==> src/rtl/qa_pkg.sv <==
// ----------------------------------------------------------------------------
// qa_pkg
// Shared constants and command codes for the quaternion arithmetic unit.
// ----------------------------------------------------------------------------
package qa_pkg;

  // default component format, Q3.12
  localparam int QA_CW = 16;
  localparam int QA_FB = 12;

  // command codes
  typedef enum logic [3:0] {
    CMD_ADD      = 4'd0,
    CMD_SUB      = 4'd1,
    CMD_MUL      = 4'd2,
    CMD_DIV      = 4'd3,
    CMD_CONJ     = 4'd4,
    CMD_INV      = 4'd5,
    CMD_NORM     = 4'd6,
    CMD_NORMVEC  = 4'd7,
    CMD_MAG      = 4'd8,
    CMD_MAGSQ    = 4'd9,
    CMD_VECMAG   = 4'd10,
    CMD_VECMAGSQ = 4'd11
  } cmd_t;

endpackage

==> src/rtl/qa_div_cell.sv <==
// ----------------------------------------------------------------------------
// qa_div_cell
// One quotient bit of a pipelined restoring divider.
// ----------------------------------------------------------------------------
module qa_div_cell import qa_pkg::*; #(
  parameter int DIV_W = 2 * QA_CW + 1,
  parameter int QUO_W = QA_CW
) (
  input  logic             clk,
  input  logic             en,
  input  logic [DIV_W-1:0] dvs_i,
  input  logic [DIV_W-1:0] rem_i,
  input  logic [QUO_W-1:0] nq_i,
  output logic [DIV_W-1:0] rem_o,
  output logic [QUO_W-1:0] nq_o
);
  logic [DIV_W:0]   rem_sh;
  logic [DIV_W:0]   diff;
  logic             fits;
  logic [DIV_W-1:0] rem_nxt, rem_r;
  logic [QUO_W-1:0] nq_nxt, nq_r;

  // shift in next dividend bit, subtract when it fits
  always_comb begin
    rem_sh  = {rem_i, nq_i[QUO_W-1]};
    diff    = rem_sh - {1'b0, dvs_i};
    fits    = (rem_sh >= {1'b0, dvs_i});
    rem_nxt = fits ? diff[DIV_W-1:0] : rem_sh[DIV_W-1:0];
    nq_nxt  = {nq_i[QUO_W-2:0], fits};
  end

  always_ff @(posedge clk) begin
    if (en) begin
      rem_r <= rem_nxt;
      nq_r  <= nq_nxt;
    end
  end

  assign rem_o = rem_r;
  assign nq_o  = nq_r;
endmodule

==> config.mk <==
export PLATFORM = sky130hd
export DESIGN_NAME = qa_div_cell
export DESIGN_NICKNAME = d
export VERILOG_FILES = /design/src/rtl/qa_pkg.sv /design/src/rtl/qa_div_cell.sv
export SDC_FILE = /design/constraint.sdc
export NUM_CORES = 1
export LEC_CHECK = 0
export ABC_AREA = 1
export ABC_CLOCK_PERIOD_IN_PS = 2500
export BUFFER_PORTS_ARGS = -buffer_cell sky130_fd_sc_hd__clkbuf_2
export CAP_MARGIN = 5
export CORE_MARGIN = 4
export CORE_UTILIZATION = 54
export CTS_CLUSTER_DIAMETER = 50
export DETAILED_ROUTE_END_ITERATION = 10
export PLACE_DENSITY = 0.92
export SLEW_MARGIN = 5
export SYNTH_ARGS = -nofsm -noshare
export SYNTH_HDL_FRONTEND = slang
export SYNTH_SLANG_ARGS = --single-unit
export TNS_END_PERCENT = 10
==> constraint.sdc <==
create_clock -name clk -period 2.5 [get_ports clk]
set_input_delay 0.625 -clock clk [delete_from_list [all_inputs] [get_ports clk]]
set_output_delay 0.625 -clock clk [all_outputs]
set_load 0.01 [all_outputs]
### Yosys cells after proc, flatten, opt, wreduce, memory -nomap -nowiden

Cells that the tools add are included.

* bits in registers: 49
* input bits: 84

* add/sub/neg operators: 1
* magnitude comparators: 1
* muxes and demuxes: 1

Operator list (count)
* greater-or-equal comparator 34 x 33 -> 1 bit: 1
* two-way mux 33 bit: 1
* subtractor 33 bit: 1

### Depth between registers and ports, before layout

* word-level depth: 2
* depth in mapped cells: 15
* depth with buffers taken out: 15

### Least setup slack after synthesis

Ideal clock, no wire load.

* path type: input -> register
* start point: in nq_i[15]
* end point: reg rem_r[25] (netlist: rem_o[25]) (data pin)
* arrival time: 2016 ps
* data required time: 2248 ps
* slack: 231 ps
* cell stages on the path: 13
* buffers on the path: 1
* path through: inv_1 -> ha_1 -> inv_1 -> fa_1 -> nand3_1 -> nand3_2 -> nand2_1 -> nand2_2 -> nand2_4 -> nand2_8 -> buf_12 -> nand3_2 -> nand2_1

* word-level cells in the longest chain between the ends: 2
* elaborated cells between the ends (all ways): 3
* those cells by class: add/sub (1); order compare (1); mux (1)

Ends and longest elaborated chain
* start, declared: RTL line qa_div_cell.sv:13 `input logic [QUO_W-1:0] nq_i,`
* subtractor 33 bit or greater-or-equal comparator 34 x 33 -> 1 bit (tied branches): RTL line qa_div_cell.sv:26, qa_div_cell.sv:27
* two-way mux 33 bit *: RTL line qa_div_cell.sv:28 `rem_nxt = fits ? diff[DIV_W-1:0] : rem_sh[DIV_W-1:0];`
* via rem_nxt[25]: RTL line qa_div_cell.sv:20 `logic [DIV_W-1:0] rem_nxt, rem_r;`
* end signal, assigned: RTL line qa_div_cell.sv:34 `rem_r <= rem_nxt;`
* end, declared: RTL line qa_div_cell.sv:20

Mark *: on every way through the listed nets, which the timed path passes. The rest lies on a longest branch.
A chain may end at the register's enable or synchronous reset.

### Worst setup path after layout

* start point: in dvs_i[9]
* end point: reg rem_r[17] (netlist: rem_o[17]) (data pin)

* word-level cells in the longest chain between the ends: 2
* elaborated cells between the ends (all ways): 3
* those cells by class: add/sub (1); order compare (1); mux (1)

Ends and longest elaborated chain
* start, declared: RTL line qa_div_cell.sv:11 `input logic [DIV_W-1:0] dvs_i,`
* subtractor 33 bit or greater-or-equal comparator 34 x 33 -> 1 bit (tied branches): RTL line qa_div_cell.sv:26, qa_div_cell.sv:27
* two-way mux 33 bit *: RTL line qa_div_cell.sv:28
* via rem_nxt[17]: RTL line qa_div_cell.sv:20

Marks and branches as above.

==> impl_results.md <==
- EDFF count, synth: slightly below 50
- Syn Area/Cell: 6.574 um^2
- Synth top area share: 30.75%
- Hold wc startpoint: nq_i[0]
- Slew HR: 78.98%
- Count of hold-fix buffers inserted at cts: 0
- CP startpoint: dvs_i[9]
- Fill cells: 802
- Die ar.: 10,430 um^2
- Initial antenna violation count: 0
- Clk sinks: between 40 and 50
- Largest area contributor in the netlist: edfxtp_1
- Vias: 5,039
- HPWL Detailed: 10,230 um
- Synth Warn #: 0
- Core area: approximately 8700 um^2
- Synth area leaders: edfxtp_1, nand2_1, inv_1
- 1st-pass router iterations: 8
- Netlist cell types: 29
- PwrDens: approximately 470 nW/um^2
- Drt via density: around 5.1
- Crit Path Max Fanout: 35
- GRT Util Overall: 24.83%
- Antenna-violating nets left: 0
- Final WS setup: 0.2219 ns
- Slew at the pin closest to its max-slew limit: roughly 0.32 ns
- Final slew viol count: 0
- CP dominant cell by count: nand2_1
- Largest net degree at the start of global routing: 50
- IO Port Bufs: 132
- Worst EP arrival: 2.34 ns
- Post-synthesis register bit count: approximately 50
- WHS: 0.4861 ns
- Worst min-delay path category: input pin to register
- Root Driver: clkbuf_8
- Nets: 997
- Top delay family on crit path: simple AND/OR/NAND/NOR gates
- Critical Path Sink Type: register
- Syn nets: 846
- Fin crit period: ~2.3 ns
- Htree depth: 2
- Post-synth top cells: nand2_1, inv_1, nand3_1
- First-pass GRT wire length: between 20,000 and 25,000 um
- Count leader, synth: nand2_1
- Setup CP Type: input pin to register
- Sum of negative setup slack: 0 ns
- Type of origin of the critical path: input pin
- Initial core utilization: 55.15%
- Status: completed
- Sequential-to-total area share from yosys stat: about 31%
- VDD IR max: about 0.00026 V
- Setup slack after placement: -0.1836 ns
- Slowest-stage cell, CP: ha_1
- Clock Tree Buf Depth: 2
- FFs w/ async S/R, synth: 0%
- Core Rows: 34
- Synth Flop Type: edfxtp_1
- CP bufs+invs: 4
- Synth Cell Area: ~4800 um^2
- TritonCTS clock tree: built
- Max Clk Rate: ~440 MHz
- Drt wl/cell: 12.86 um
- Total wire length: 12,700 um
- RSZ-0062 raised after global routing: false
- GRT overflow: 0
- RD Place Congestion: 0.9347
- P&R area growth vs syn: 21.59%
- Leakage: around 3.5 nW
- Number of global-route vias before repair: 4,704
- Req. time, crit path: 2.57 ns
- Die Width: 102.1 um
- Ant. Diodes: 0
- Final setup violation count: 0
- Crit path cell chain: clkbuf_2 > inv_1 > ha_1 > nand2_1 > inv_1 > nand2_1 > nand2_1 > inv_2 > nand3_2 > nand2_1 > nand2_2 > nand2_4 > nand2_8 > nand3_1 > nand2_1
- Final period util: between 90% and 100%
- Post-Synthesis Cells: between 700 and 800
- Io pins: 133
- Post-route DRC violation count: 0
- Layout cells sized above 1: a little under a quarter
- Num CTS Buffers: 5
- Max-Cap Viols: 0
- CP peak stage delay: 0.34 ns
- Die height: 102.1 um
- Final hold vios: 0
- Clk slew on worst S/H paths: 0.10 ns
- Initial drt markers: 258
[metrics by stage]
stage | cell area (um^2) | util (%) | power (mW) | instances
final | 5819 | 67.06 | 2.730 | 988
after CTS | 5814 | 67.00 | 2.726 | 988
after global placement | 5704 | 65.73 | 2.107 | 980
after detailed placement | 5704 | 65.73 | 2.135 | 980
after floorplan | 4786 | - | 1.766 | 728
after global routing | 5819 | 67.06 | 2.917 | 988
[routing by layer]
metal	vias up	share of wire [%]	track usage (%)
met1	2211	42	34.14
met2	251	47	41.88
li1	2546	-	-
met3	31	9.2	2.526
met4	0	1.9	6.559
met5	-	0	0
[state kept, by name, indices dropped and copies added, names as in the netlist]
| signal | flops |
|---|---|
| nq_o | 16 |
| rem_o | 33 |
[logic make-up after synthesis]
kind of cell	count (synthesis)	share of synthesized area (%)
AO/OA/AOI/OAI	24	2.614
XOR/XNOR	14	2.562
adder cells (fa/ha/maj)	34	9.046
buffers and inverters	169	14.07
flip-flops	49	30.75
AND/OR/NAND/NOR	438	40.97
[where the power goes]
part | switching, mW | internal, mW | leakage [nW]
Clock | 0.303 | 0.295 | 0.0518
Sequential | 0.0259 | 1.04 | 0.479
Combinational | 0.654 | 0.413 | 2.93
Total | 0.983 | 1.75 | 3.46
[what timing repair did]
action	CTS	global route
setup buffers	0	0
endpoints found under the setup margin	0	1
resized for setup	0	2
[final timing paths]
path / endpoint / slack (ns) / depth (start not counted)
min: nq_o[1] / 0.49 / 1
max: rem_o[17] / 0.22 / 15
[final cells by class]
type                       count  area (um^2)  share of cell area [%]
clock buffer                   5        68.82                   1.183
clock inverter                 3        41.29                  0.7095
inverter                     160        600.6                   10.32
multi-input combinational    510         2646                   45.47
sequential                    49         1471                   25.28
tap                          108        135.1                   2.322
timing repair buffer         153        855.8                   14.71
[cells in the final DEF, fill, tap and decap left out]
master      instances
nand2_1           287
inv_1             155
clkbuf_2          132
nand3_1            54
edfxtp_1           49
nor2_1             35
ha_1               33
a21oi_1            21
buf_4              18
nand3_2            15
xor2_1             13
nand3b_1           10
nand2_2             8
nor3_1              8
inv_2               5
and2_1              5
clkbuf_8            5
nor2_2              4
nor3_2              3
buf_12              3
nor2_4              2
a21o_1              2
or2_2               2
nand4_1             2
nand2_4             1
nand2_8             1
and3_1              1
xnor2_1             1
o21ai_0             1
fa_1                1
bufinv_16           1
clkinvlp_4          1
clkinv_1            1
(Power assumes the default switching activity.)
