## src/rtl/qa_pkg.sv

```systemverilog
// ----------------------------------------------------------------------------
// qa_pkg
// Shared constants and command codes for the quaternion arithmetic unit.
// ----------------------------------------------------------------------------
package qa_pkg;

  // default component format, Q3.12
  localparam int QA_CW = 16;
  localparam int QA_FB = 12;

  // command codes
  typedef enum logic [3:0] {
    CMD_ADD      = 4'd0,
    CMD_SUB      = 4'd1,
    CMD_MUL      = 4'd2,
    CMD_DIV      = 4'd3,
    CMD_CONJ     = 4'd4,
    CMD_INV      = 4'd5,
    CMD_NORM     = 4'd6,
    CMD_NORMVEC  = 4'd7,
    CMD_MAG      = 4'd8,
    CMD_MAGSQ    = 4'd9,
    CMD_VECMAG   = 4'd10,
    CMD_VECMAGSQ = 4'd11
  } cmd_t;

endpackage

```

## src/rtl/qa_sqrt_cell.sv

```systemverilog
// ----------------------------------------------------------------------------
// qa_sqrt_cell
// One root bit of a pipelined restoring square root; two radicand bits a cell.
// ----------------------------------------------------------------------------
module qa_sqrt_cell import qa_pkg::*; #(
  parameter int ROOT_W = QA_CW + 1,
  parameter int RAD_W  = 2 * (QA_CW + 1)
) (
  input  logic              clk,
  input  logic              en,
  input  logic [ROOT_W+2:0] rem_i,
  input  logic [ROOT_W-1:0] root_i,
  input  logic [RAD_W-1:0]  rad_i,
  output logic [ROOT_W+2:0] rem_o,
  output logic [ROOT_W-1:0] root_o,
  output logic [RAD_W-1:0]  rad_o
);
  localparam int REM_W = ROOT_W + 3;

  logic [REM_W-1:0]  rem_sh;
  logic [REM_W-1:0]  trial;
  logic              fits;
  logic [REM_W-1:0]  rem_nxt, rem_r;
  logic [ROOT_W-1:0] root_nxt, root_r;
  logic [RAD_W-1:0]  rad_nxt, rad_r;

  // trial subtract of 4*root+1
  always_comb begin
    rem_sh   = {rem_i[REM_W-3:0], rad_i[RAD_W-1:RAD_W-2]};
    trial    = {1'b0, root_i, 2'b01};
    fits     = (rem_sh >= trial);
    rem_nxt  = fits ? (rem_sh - trial) : rem_sh;
    root_nxt = {root_i[ROOT_W-2:0], fits};
    rad_nxt  = {rad_i[RAD_W-3:0], 2'b00};
  end

  always_ff @(posedge clk) begin
    if (en) begin
      rem_r  <= rem_nxt;
      root_r <= root_nxt;
      rad_r  <= rad_nxt;
    end
  end

  assign rem_o  = rem_r;
  assign root_o = root_r;
  assign rad_o  = rad_r;
endmodule

```

## config.mk

```make
export PLATFORM = sky130hd
export DESIGN_NAME = qa_sqrt_cell
export DESIGN_NICKNAME = d
export VERILOG_FILES = /design/src/rtl/qa_pkg.sv /design/src/rtl/qa_sqrt_cell.sv
export SDC_FILE = /design/constraint.sdc
export NUM_CORES = 1
export LEC_CHECK = 0
export BUFFER_PORTS_ARGS = -buffer_cell sky130_fd_sc_hd__buf_2
export CAP_MARGIN = 30
export CORE_ASPECT_RATIO = 0.75
export CORE_UTILIZATION = 44
export CTS_BUF_LIST = sky130_fd_sc_hd__clkbuf_2
export DETAILED_ROUTE_END_ITERATION = 16
export PLACE_DENSITY = 0.79
export SYNTH_ARGS = -nofsm -noshare
export SYNTH_HDL_FRONTEND = slang
export SYNTH_SLANG_ARGS = --single-unit
```

## constraint.sdc

```tcl
create_clock -name clk -period 2.5 [get_ports clk]
set_input_delay 0.25 -clock clk [delete_from_list [all_inputs] [get_ports clk]]
set_output_delay 0.25 -clock clk [all_outputs]
set_load 0.03 [all_outputs]
```

# Word level (Yosys, flattened, before mapping)
# Index checks and enable logic that the tools add are counted.
# op_classes
n_addsub	1
order_cmp	1
mux	1
# ops
operator	n
$ge 20x19->1	1
$mux 20	1
$sub 20x19->20	1
# totals
register_bits	69
out_inout_bits	71

# Depth between registers and ports, before layout
# Gate-level depths: netlist (run 1).
# logic_depth
ltp_word	2
ltp_mapped	11

# Least setup slack after synthesis (run 1)
# OpenSTA, ideal clock, no wires.
# synth_path
kind	input -> register
startpoint	input port root_i[10]
endpoint	register rem_r[10] (netlist: rem_o[10]), data pin
setup_ps	260
arrival_time_ps	2105
required_ps	2240
slack_ps	135
cell_stages	10
path_buffers	2
cell_sequence	inv_1 -> ha_1 -> buf_2 -> nand4_1 -> nor4_2 -> a2111oi_2 -> a21o_1 -> a31oi_2 -> buf_6 -> mux2_4
# synth_via
elab_chain_len	2
# synth_rtl
item	line_no	rtl
start: declaration	qa_sqrt_cell.sv:12	input logic [ROOT_W-1:0] root_i,
$ge 20x19->1	qa_sqrt_cell.sv:31	fits = (rem_sh >= trial);
$mux 20	qa_sqrt_cell.sv:32	rem_nxt = fits ? (rem_sh - trial) : rem_sh;
via rem_nxt[10]	qa_sqrt_cell.sv:23	logic [REM_W-1:0] rem_nxt, rem_r;
end signal: assignment	qa_sqrt_cell.sv:39	rem_r <= rem_nxt;
end: declaration	qa_sqrt_cell.sv:23	
# The timed path passes the listed nets, and every way through them passes these cells.
# A chain may end at the register's enable or synchronous reset.

# Worst setup path in the final report (run 1)
# layout_path
startpoint	input port root_i[1]
endpoint	register rem_r[3] (netlist: rem_o[3]), data pin
# layout_via
elab_chain_len	2
# layout_rtl
item	line_no
$sub 20x19->20 or $ge 20x19->1 (tied branches)	qa_sqrt_cell.sv:32, qa_sqrt_cell.sv:31
$mux 20 *	qa_sqrt_cell.sv:32
via rem_nxt[3]	qa_sqrt_cell.sv:23
# The timed path passes the listed nets; every way through them passes the cells marked *.

==> summary.md, run 1 <==
| Metric | Value |
|---|---|
| Max Cap Viol | `0` |
| Fin cells | `583` |
| P&R area growth vs syn | `49.2%` |
| Worst Path Required | `around 2.8 ns` |
| Dpl cells | `between 500 and 600` |
| Gpl congestion | `about 0.85` |
| Yosys top cell by area | `edfxtp_1` |
| Cell Rows | `27` |
| Worst vdd ir | `0.298 mV` |
| Vias | `a little under 3,000` |
| Warnings, synthesis | `0` |
| Net Sw Power | `approximately 1.0 mW` |
| I/O pins | `144` |
| Reg clk slew, reported paths | `between 0.2 and 0.25 ns` |
| Leakage | `around 2.3 nW` |
| CTS buffer count | `9` |
| Aggregate routed wire length | `approximately 9000 µm` |
| Sw Share | `0.331` |
| CTS tree | `yes` |
| CP arrival | `2.74 ns` |
| Critical Path, Cell by Cell | `dlygate4sd3_1 -> buf_2 -> inv_1 -> ha_4 -> nand4_1 -> nor4_2 -> a2111oi_2 -> a21o_1 -> a31oi_4 -> buf_12 -> mux2_2` |
| Core Area | `0.00750 mm²` |
| H-tree depth | `3` |
| HPWL after detailed placement | `approximately 6000 µm` |
| Post-Synthesis Cells | `~260` |
| CTS Root Cell | `clkbuf_2` |
| Port bufs | `approximately 140` |
| Post-route clock period utilization | `0.995` |
| Fin util | `0.696` |
| FILL cells | `559` |
| Mean Syn Cell Area | `13.3 µm²` |
| Nets | `570` |
| Seq/Total Area, Yosys | `0.592` |
| Post-synth top cells | `69 x edfxtp_1, 24 x inv_1, 19 x ha_1, 14 x a21oi_1` |
| Drt drc | `0` |
| Sequential share of power | `0.458` |
| DR WL/cell | `15.5 µm` |
| Fin. max-slew vios | `0` |
| Die Area | `0.00831 mm²` |
| Post-synth ARST share | `0` |
| Yosys reg bits | `between 60 and 70` |
| P_int | `~2.1 mW` |
| 1st-pass router iterations | `4` |
| Ranking of synthesized cells by area | `edfxtp_1 59%, ha_1 6.8%, mux2_4 5.6%, xnor2_1 3.0%, inv_1 2.6%` |
| Status | `finished, final reports clean` |
| Final Critical Period | `2.49 ns` |
| Initial Util | `0.466` |
| Syn Std Cell Area | `0.00350 mm²` |
| DRT antenna net count | `0` |
| Clock Path Buffers | `2` |
| Drt initial violations | `between 150 and 200` |
| Die height | `79.2 µm` |
| Clk pwr share | `0.204` |
| Pwr Total | `between 3 and 4 mW` |
| PwrDens | `~600 mW/mm²` |
| GRT Util Overall | `0.215` |
| Crit path max-delay family | `buffers and inverters` |
| CP Capture Type | `flop` |
| Initial antenna violation count | `0` |
| Setup Viol. Count Final | `0` |
| Max FO, Critical Path | `7` |
| Number of synthesized flops with an enable pin | `69` |
| DR vias/cell | `~5.0` |
| Die X | `around 100 µm` |
| Startpoint Class | `input port` |
| First-pass GRT wire length | `13,600 µm` |
| F_max | `roughly 400 MHz` |
| Synth Flop Type | `edfxtp_1` |
| Largest net degree at the start of global routing | `36` |
| Logic pwr share | `0.338` |
| Top cell type's share of synthesized area | `0.592` |
| Layout cell share with drive strength beyond 1 | `0.444` |
| Most common cell in the netlist | `edfxtp_1` |
| CTS sink count | `69` |
| Ant. Diodes | `0` |
| Min-delay worst type | `in2reg` |
| Yosys cell types | `42` |
| Vias in the first global route | `2,895` |
| Crit-path max cell delay | `~0.53 ns` |
| CP max stage cell | `dlygate4sd3_1` |
| CP bufs+invs | `4` |
| Setup CP Type | `in2reg` |
| Grt ovf | `0` |
| Final Hold Fails | `0` |
==> path summary, 6_finish.rpt <==
check | start | end | slack, ns | depth (start not counted)
max | root_i[1] | rem_o[3]$_DFFE_PP_ | 0.01 | 11
min | rem_i[6] | rem_o[8]$_DFFE_PP_ | 0.06 | 2
==> area by class of cell <==
class	count	area, µm²	share of cell area
multi-input cells	159	1380	0.264
well taps	101	126	0.0242
clock buffers	9	45.0	0.00863
repair buffers	215	1440	0.276
clock inverters	6	65.1	0.0125
inverters	24	90.1	0.0173
flip-flops and latches	69	2070	0.397
==> kinds of logic (layout without fill, tap and decap cells) <==
group / Yosys count / in the layout / share of synthesized area
and+or+nand+nor: 47 / 47 / 0.0669
xor gates and xnor gates: 17 / 17 / 0.0426
DFF: 69 / 69 / 0.592
other: 1 / 2 / 0.00107
AOI/OAI and AO/OA: 58 / 58 / 0.114
muxes: 16 / 16 / 0.0651
adders and majority gates: 19 / 19 / 0.0680
buffers and inverters: 36 / 254 / 0.0497
==> per-stage QoR <==
stage	setup WS [ns]	cell area, µm²	TNS, ns	hold slack, ns
4_1_cts	0.0226	5040	0	0.0000639
3_3_place_gp	-0.0184	4440	-0.159	0.427
2_1_floorplan	0.135	3500	0	0.349
6_report	0.0121	5220	0	0.0583
5_1_grt	-0.0115	5220	-0.0154	0.00458
3_5_place_dp	-0.0447	4440	-0.429	0.429
==> sequential cells by signal, indices dropped and copies added (netlist names) <==
name    count
rad_o      32
rem_o      20
root_o     17
==> metal layers <==
layer	GRT usage	share of wire	vias to the layer above
met5	0	0	-
met4	0.0338	0.0045	0
met3	0.0764	0.074	6
met2	0.387	0.50	120
met1	0.253	0.42	1389
li1	-	-	1399
==> what timing repair did <==
item | in CTS | in global routing
hold buffers | 49 | 2
endpoints found under the hold margin | 51 | 2
endpoints found under the setup margin | 0 | 16
setup buffers | 0 | 3
resized for setup | 0 | 18
==> placed cells by master, fill, tap and decap left out, types with 3 or more instances in the layout <==
master | netlist | final
a211oi_1 | 5 | 5
a21o_1 | 3 | 3
a21oi_1 | 14 | 12
a21oi_2 | 1 | 3
buf_2 | 2 | 138
buf_4 | 3 | 22
clkbuf_2 | 2 | 9
dlygate4sd3_1 | 0 | 51
edfxtp_1 | 69 | 69
ha_1 | 19 | 11
ha_4 | 0 | 8
inv_1 | 24 | 22
mux2_4 | 13 | 13
nand2_1 | 11 | 11
nand3_1 | 5 | 5
nand4_1 | 6 | 6
nor2_1 | 12 | 12
nor3_1 | 5 | 5
o211ai_1 | 6 | 6
o21a_1 | 5 | 5
o21ai_0 | 13 | 13
xnor2_1 | 12 | 12
xor2_1 | 5 | 5
==> power by group through the flow <==
stage	Clock, mW	Combinational (mW)	Sequential, mW
floorplan	0	0.377	1.73
CTS	0.661	1.00	1.45
detailed placement	0	0.937	1.47
finish	0.643	1.07	1.45
global route	0.707	1.13	1.46
global placement	0	0.924	1.47
Power figures use the tool's default switching activity.
==> run 2, diff against run 1 <==
- ABC_AREA: not set -> 1
- PLACE_DENSITY: 0.79 -> 0.78
==> run 2 against run 1 <==
Flip-flop and latch count unchanged. Utilization decreased by 4.0 points. Sequential power about the same. First-iteration DRC count fell by 13%. Count of clock-buffer cells in the layout is the same. Maximum frequency up 13%. Critical path depth is 2 higher. Combinational power is 16% lower. Total power fell by 4.5%. Global-route usage grew 1.6 points. Die area up 5.6%. Via count is 15% higher. Highest routed layer unchanged.
==> summary.md, run 2 <==
| Metric | Value |
|---|---|
| RSZ-0062 raised after global routing | `false` |
| Post-route cell area | `0.00527 mm²` |
| PwrDens | `between 500 and 600 mW/mm²` |
| F_max | `~450 MHz` |
| HPWL after detailed placement | `slightly below 7000 µm` |
| Final Hold Fails | `0` |
| CP arrival | `2.58 ns` |
| Leakage | `around 2.6 nW` |
| Worst-margin pin slew | `0.670 ns` |
| Setup tns final | `0 ns` |
| Drt initial violations | `140` |
| CP Capture Type | `flop` |
| Vias | `around 3,400` |
| Number of synthesized flops with an enable pin | `69` |
| Nets | `~700` |
| Met2 Routed Length | `between 4000 and 5000 µm` |
| Final Critical Period | `roughly 2.2 ns` |
| M1 WL | `about 4400 µm` |
| CTS Root Cell | `clkbuf_2` |
| Syn Std Cell Area | `between 0.003 and 0.004 mm²` |
| Die Area | `around 0.0088 mm²` |
| DRT antenna net count | `0` |
| Startpoint Class | `input port` |
| Setup bufs post-CTS | `0` |
| Post-synth ARST share | `0` |
| Core Area | `0.00802 mm²` |
| Largest register FFs | `32` |
| Post-synth top cells | `137 x nand2_1, 69 x edfxtp_1, 56 x inv_1, 23 x nand3_1, 20 x nor2_1` |
| Post-place instance area | `roughly 0.0045 mm²` |
| DR WL/cell | `13.7 µm` |
| Post-route clock period utilization | `0.880` |
| Initial Util | `0.461` |
| Die height | `approximately 80 µm` |
| Yosys reg bits | `69` |
| Yosys cell types | `29` |
| Ant. Diodes | `0` |
| FILL cells | `between 600 and 700` |
| Max Cap Viol | `0` |
| Min-delay worst type | `in2reg` |
| Reg clk slew, reported paths | `approximately 0.2 ns` |
| Worst vdd ir | `~0.29 mV` |
| WL met3 | `589 µm` |
| Drt drc | `0` |
| Cell Rows | `28` |
| Seq/Total Area, Yosys | `0.560` |
| Top cell type's share of synthesized area | `0.560` |
| Mean Syn Cell Area | `~9.4 µm²` |
| I/O pins | `roughly 140` |
| Max FO, Critical Path | `22` |
| Warnings, synthesis | `0` |
| Layout cell share with drive strength beyond 1 | `0.291` |
| Fin cells | `between 700 and 800` |
| Die X | `between 100 and 150 µm` |
| Status | `finished, final reports clean` |
| Most common cell after layout, fill and taps aside | `buf_2` |
| Setup Viol. Count Final | `0` |
| Synth Flop Type | `edfxtp_1` |
| CTS sink count | `a little under 70` |
| First-pass GRT wire length | `about 15,000 µm` |
| Vias in the first global route | `3,243` |
| Port bufs | `about 140` |
| CTS tree | `yes` |
| Ranking of synthesized cells by area | `edfxtp_1 56%, nand2_1 14%, ha_1 6.4%, inv_1 5.7%, nand3_1 3.1%` |
| P&R area growth vs syn | `42.4%` |
| Dpl cells | `between 600 and 700` |
| Most common cell in the netlist | `nand2_1` |
| Setup CP Type | `in2reg` |
| CTS buffer count | `9` |
| Clock Path Buffers | `2` |
| Worst Path Required | `roughly 2.9 ns` |
| H-tree depth | `3` |
| Max layer used | `met4` |
| Most frequent cells in the layout | `139 x buf_2, 137 x nand2_1, 69 x edfxtp_1, 65 x dlygate4sd3_1, 56 x inv_1` |
| DR vias/cell | `around 4.7` |
| Rel. slew slack | `0.553` |
| Post-Synthesis Cells | `394` |
| Initial antenna violation count | `0` |
| Yosys top cell by area | `edfxtp_1` |
| Fin. max-slew vios | `0` |
| Largest net degree at the start of global routing | `44` |
| Gpl congestion | `0.825` |
| 1st-pass router iterations | `4` |
| Grt ovf | `0` |
| Aggregate routed wire length | `9800 µm` |
| GRT Util Overall | `0.231` |
run 2: cell families (layout without fill, tap and decap cells):
| kind of cell | after synthesis | in the layout | share of synthesized area |
|---|---|---|---|
| xor+xnor | 10 | 10 | 0.0237 |
| flops | 69 | 69 | 0.560 |
| fa+ha+maj | 19 | 19 | 0.0643 |
| other cells | 1 | 2 | 0.00101 |
| compound gates | 22 | 22 | 0.0342 |
| simple gates | 206 | 206 | 0.239 |
| buf+inv | 67 | 283 | 0.0778 |
run 2: worst paths after layout:
path	from	endpoint	slack [ns]	cells past startpoint
max	root_i[8]	rem_o[12]$_DFFE_PP_	0.30	13
min	rad_i[32]	rem_o[0]$_DFFE_PP_	0.07	3
run 2: cell type report:
cell class | count | area (µm²) | area share
clock buffers | 9 | 45.0 | 0.00856
clock inverters | 7 | 72.6 | 0.0138
inverters | 62 | 235 | 0.0447
multi-input cells | 259 | 1340 | 0.255
flip-flops and latches | 69 | 2070 | 0.394
well taps | 105 | 131 | 0.0250
repair buffers | 205 | 1370 | 0.260
run 2: metrics by stage:
stage	setup slack [ns]	utilization	power, mW	hold WS, ns
floorplan	0.794	-	2.03	0.349
global placement	0.295	0.561	2.27	0.428
detailed placement	0.302	0.561	2.28	0.428
CTS	0.323	0.656	3.04	0.00754
global route	0.0891	0.656	3.17	0.0578
finish	0.299	0.656	3.01	0.0655
run 2: report_power, final:
part	internal [mW]	total (mW)	switching [mW]	leakage, nW
logic	0.317	0.904	0.588	1.88
registers	1.41	1.44	0.0270	0.675
clock network	0.234	0.674	0.440	0.0687
total	1.96	3.01	1.05	2.63
run 2: worst max-delay path: stages:
cell and delay [ns]:
dlygate4sd3_1 0.54, buf_2 0.12, inv_1 0.05, ha_1 0.33, nand2_1 0.10, inv_1 0.07
a21oi_1 0.24, nand3_2 0.16, nand2_2 0.11, nand2_4 0.18, inv_4 0.26, nand2_1 0.08
nand2_1 0.07
run 2: metal layers:
metal  track usage  vias up
met5             0        -
met4        0.0589        0
met3        0.0490       15
met2         0.421      124
met1         0.280     1526
li1              -     1694
run 2: repair_timing:
| action | 4_1_cts | 5_1_grt |
|---|---|---|
| gates resized for setup | 0 | 0 |
| hold buffers | 65 | 0 |
| hold endpoints to repair | 65 | 0 |
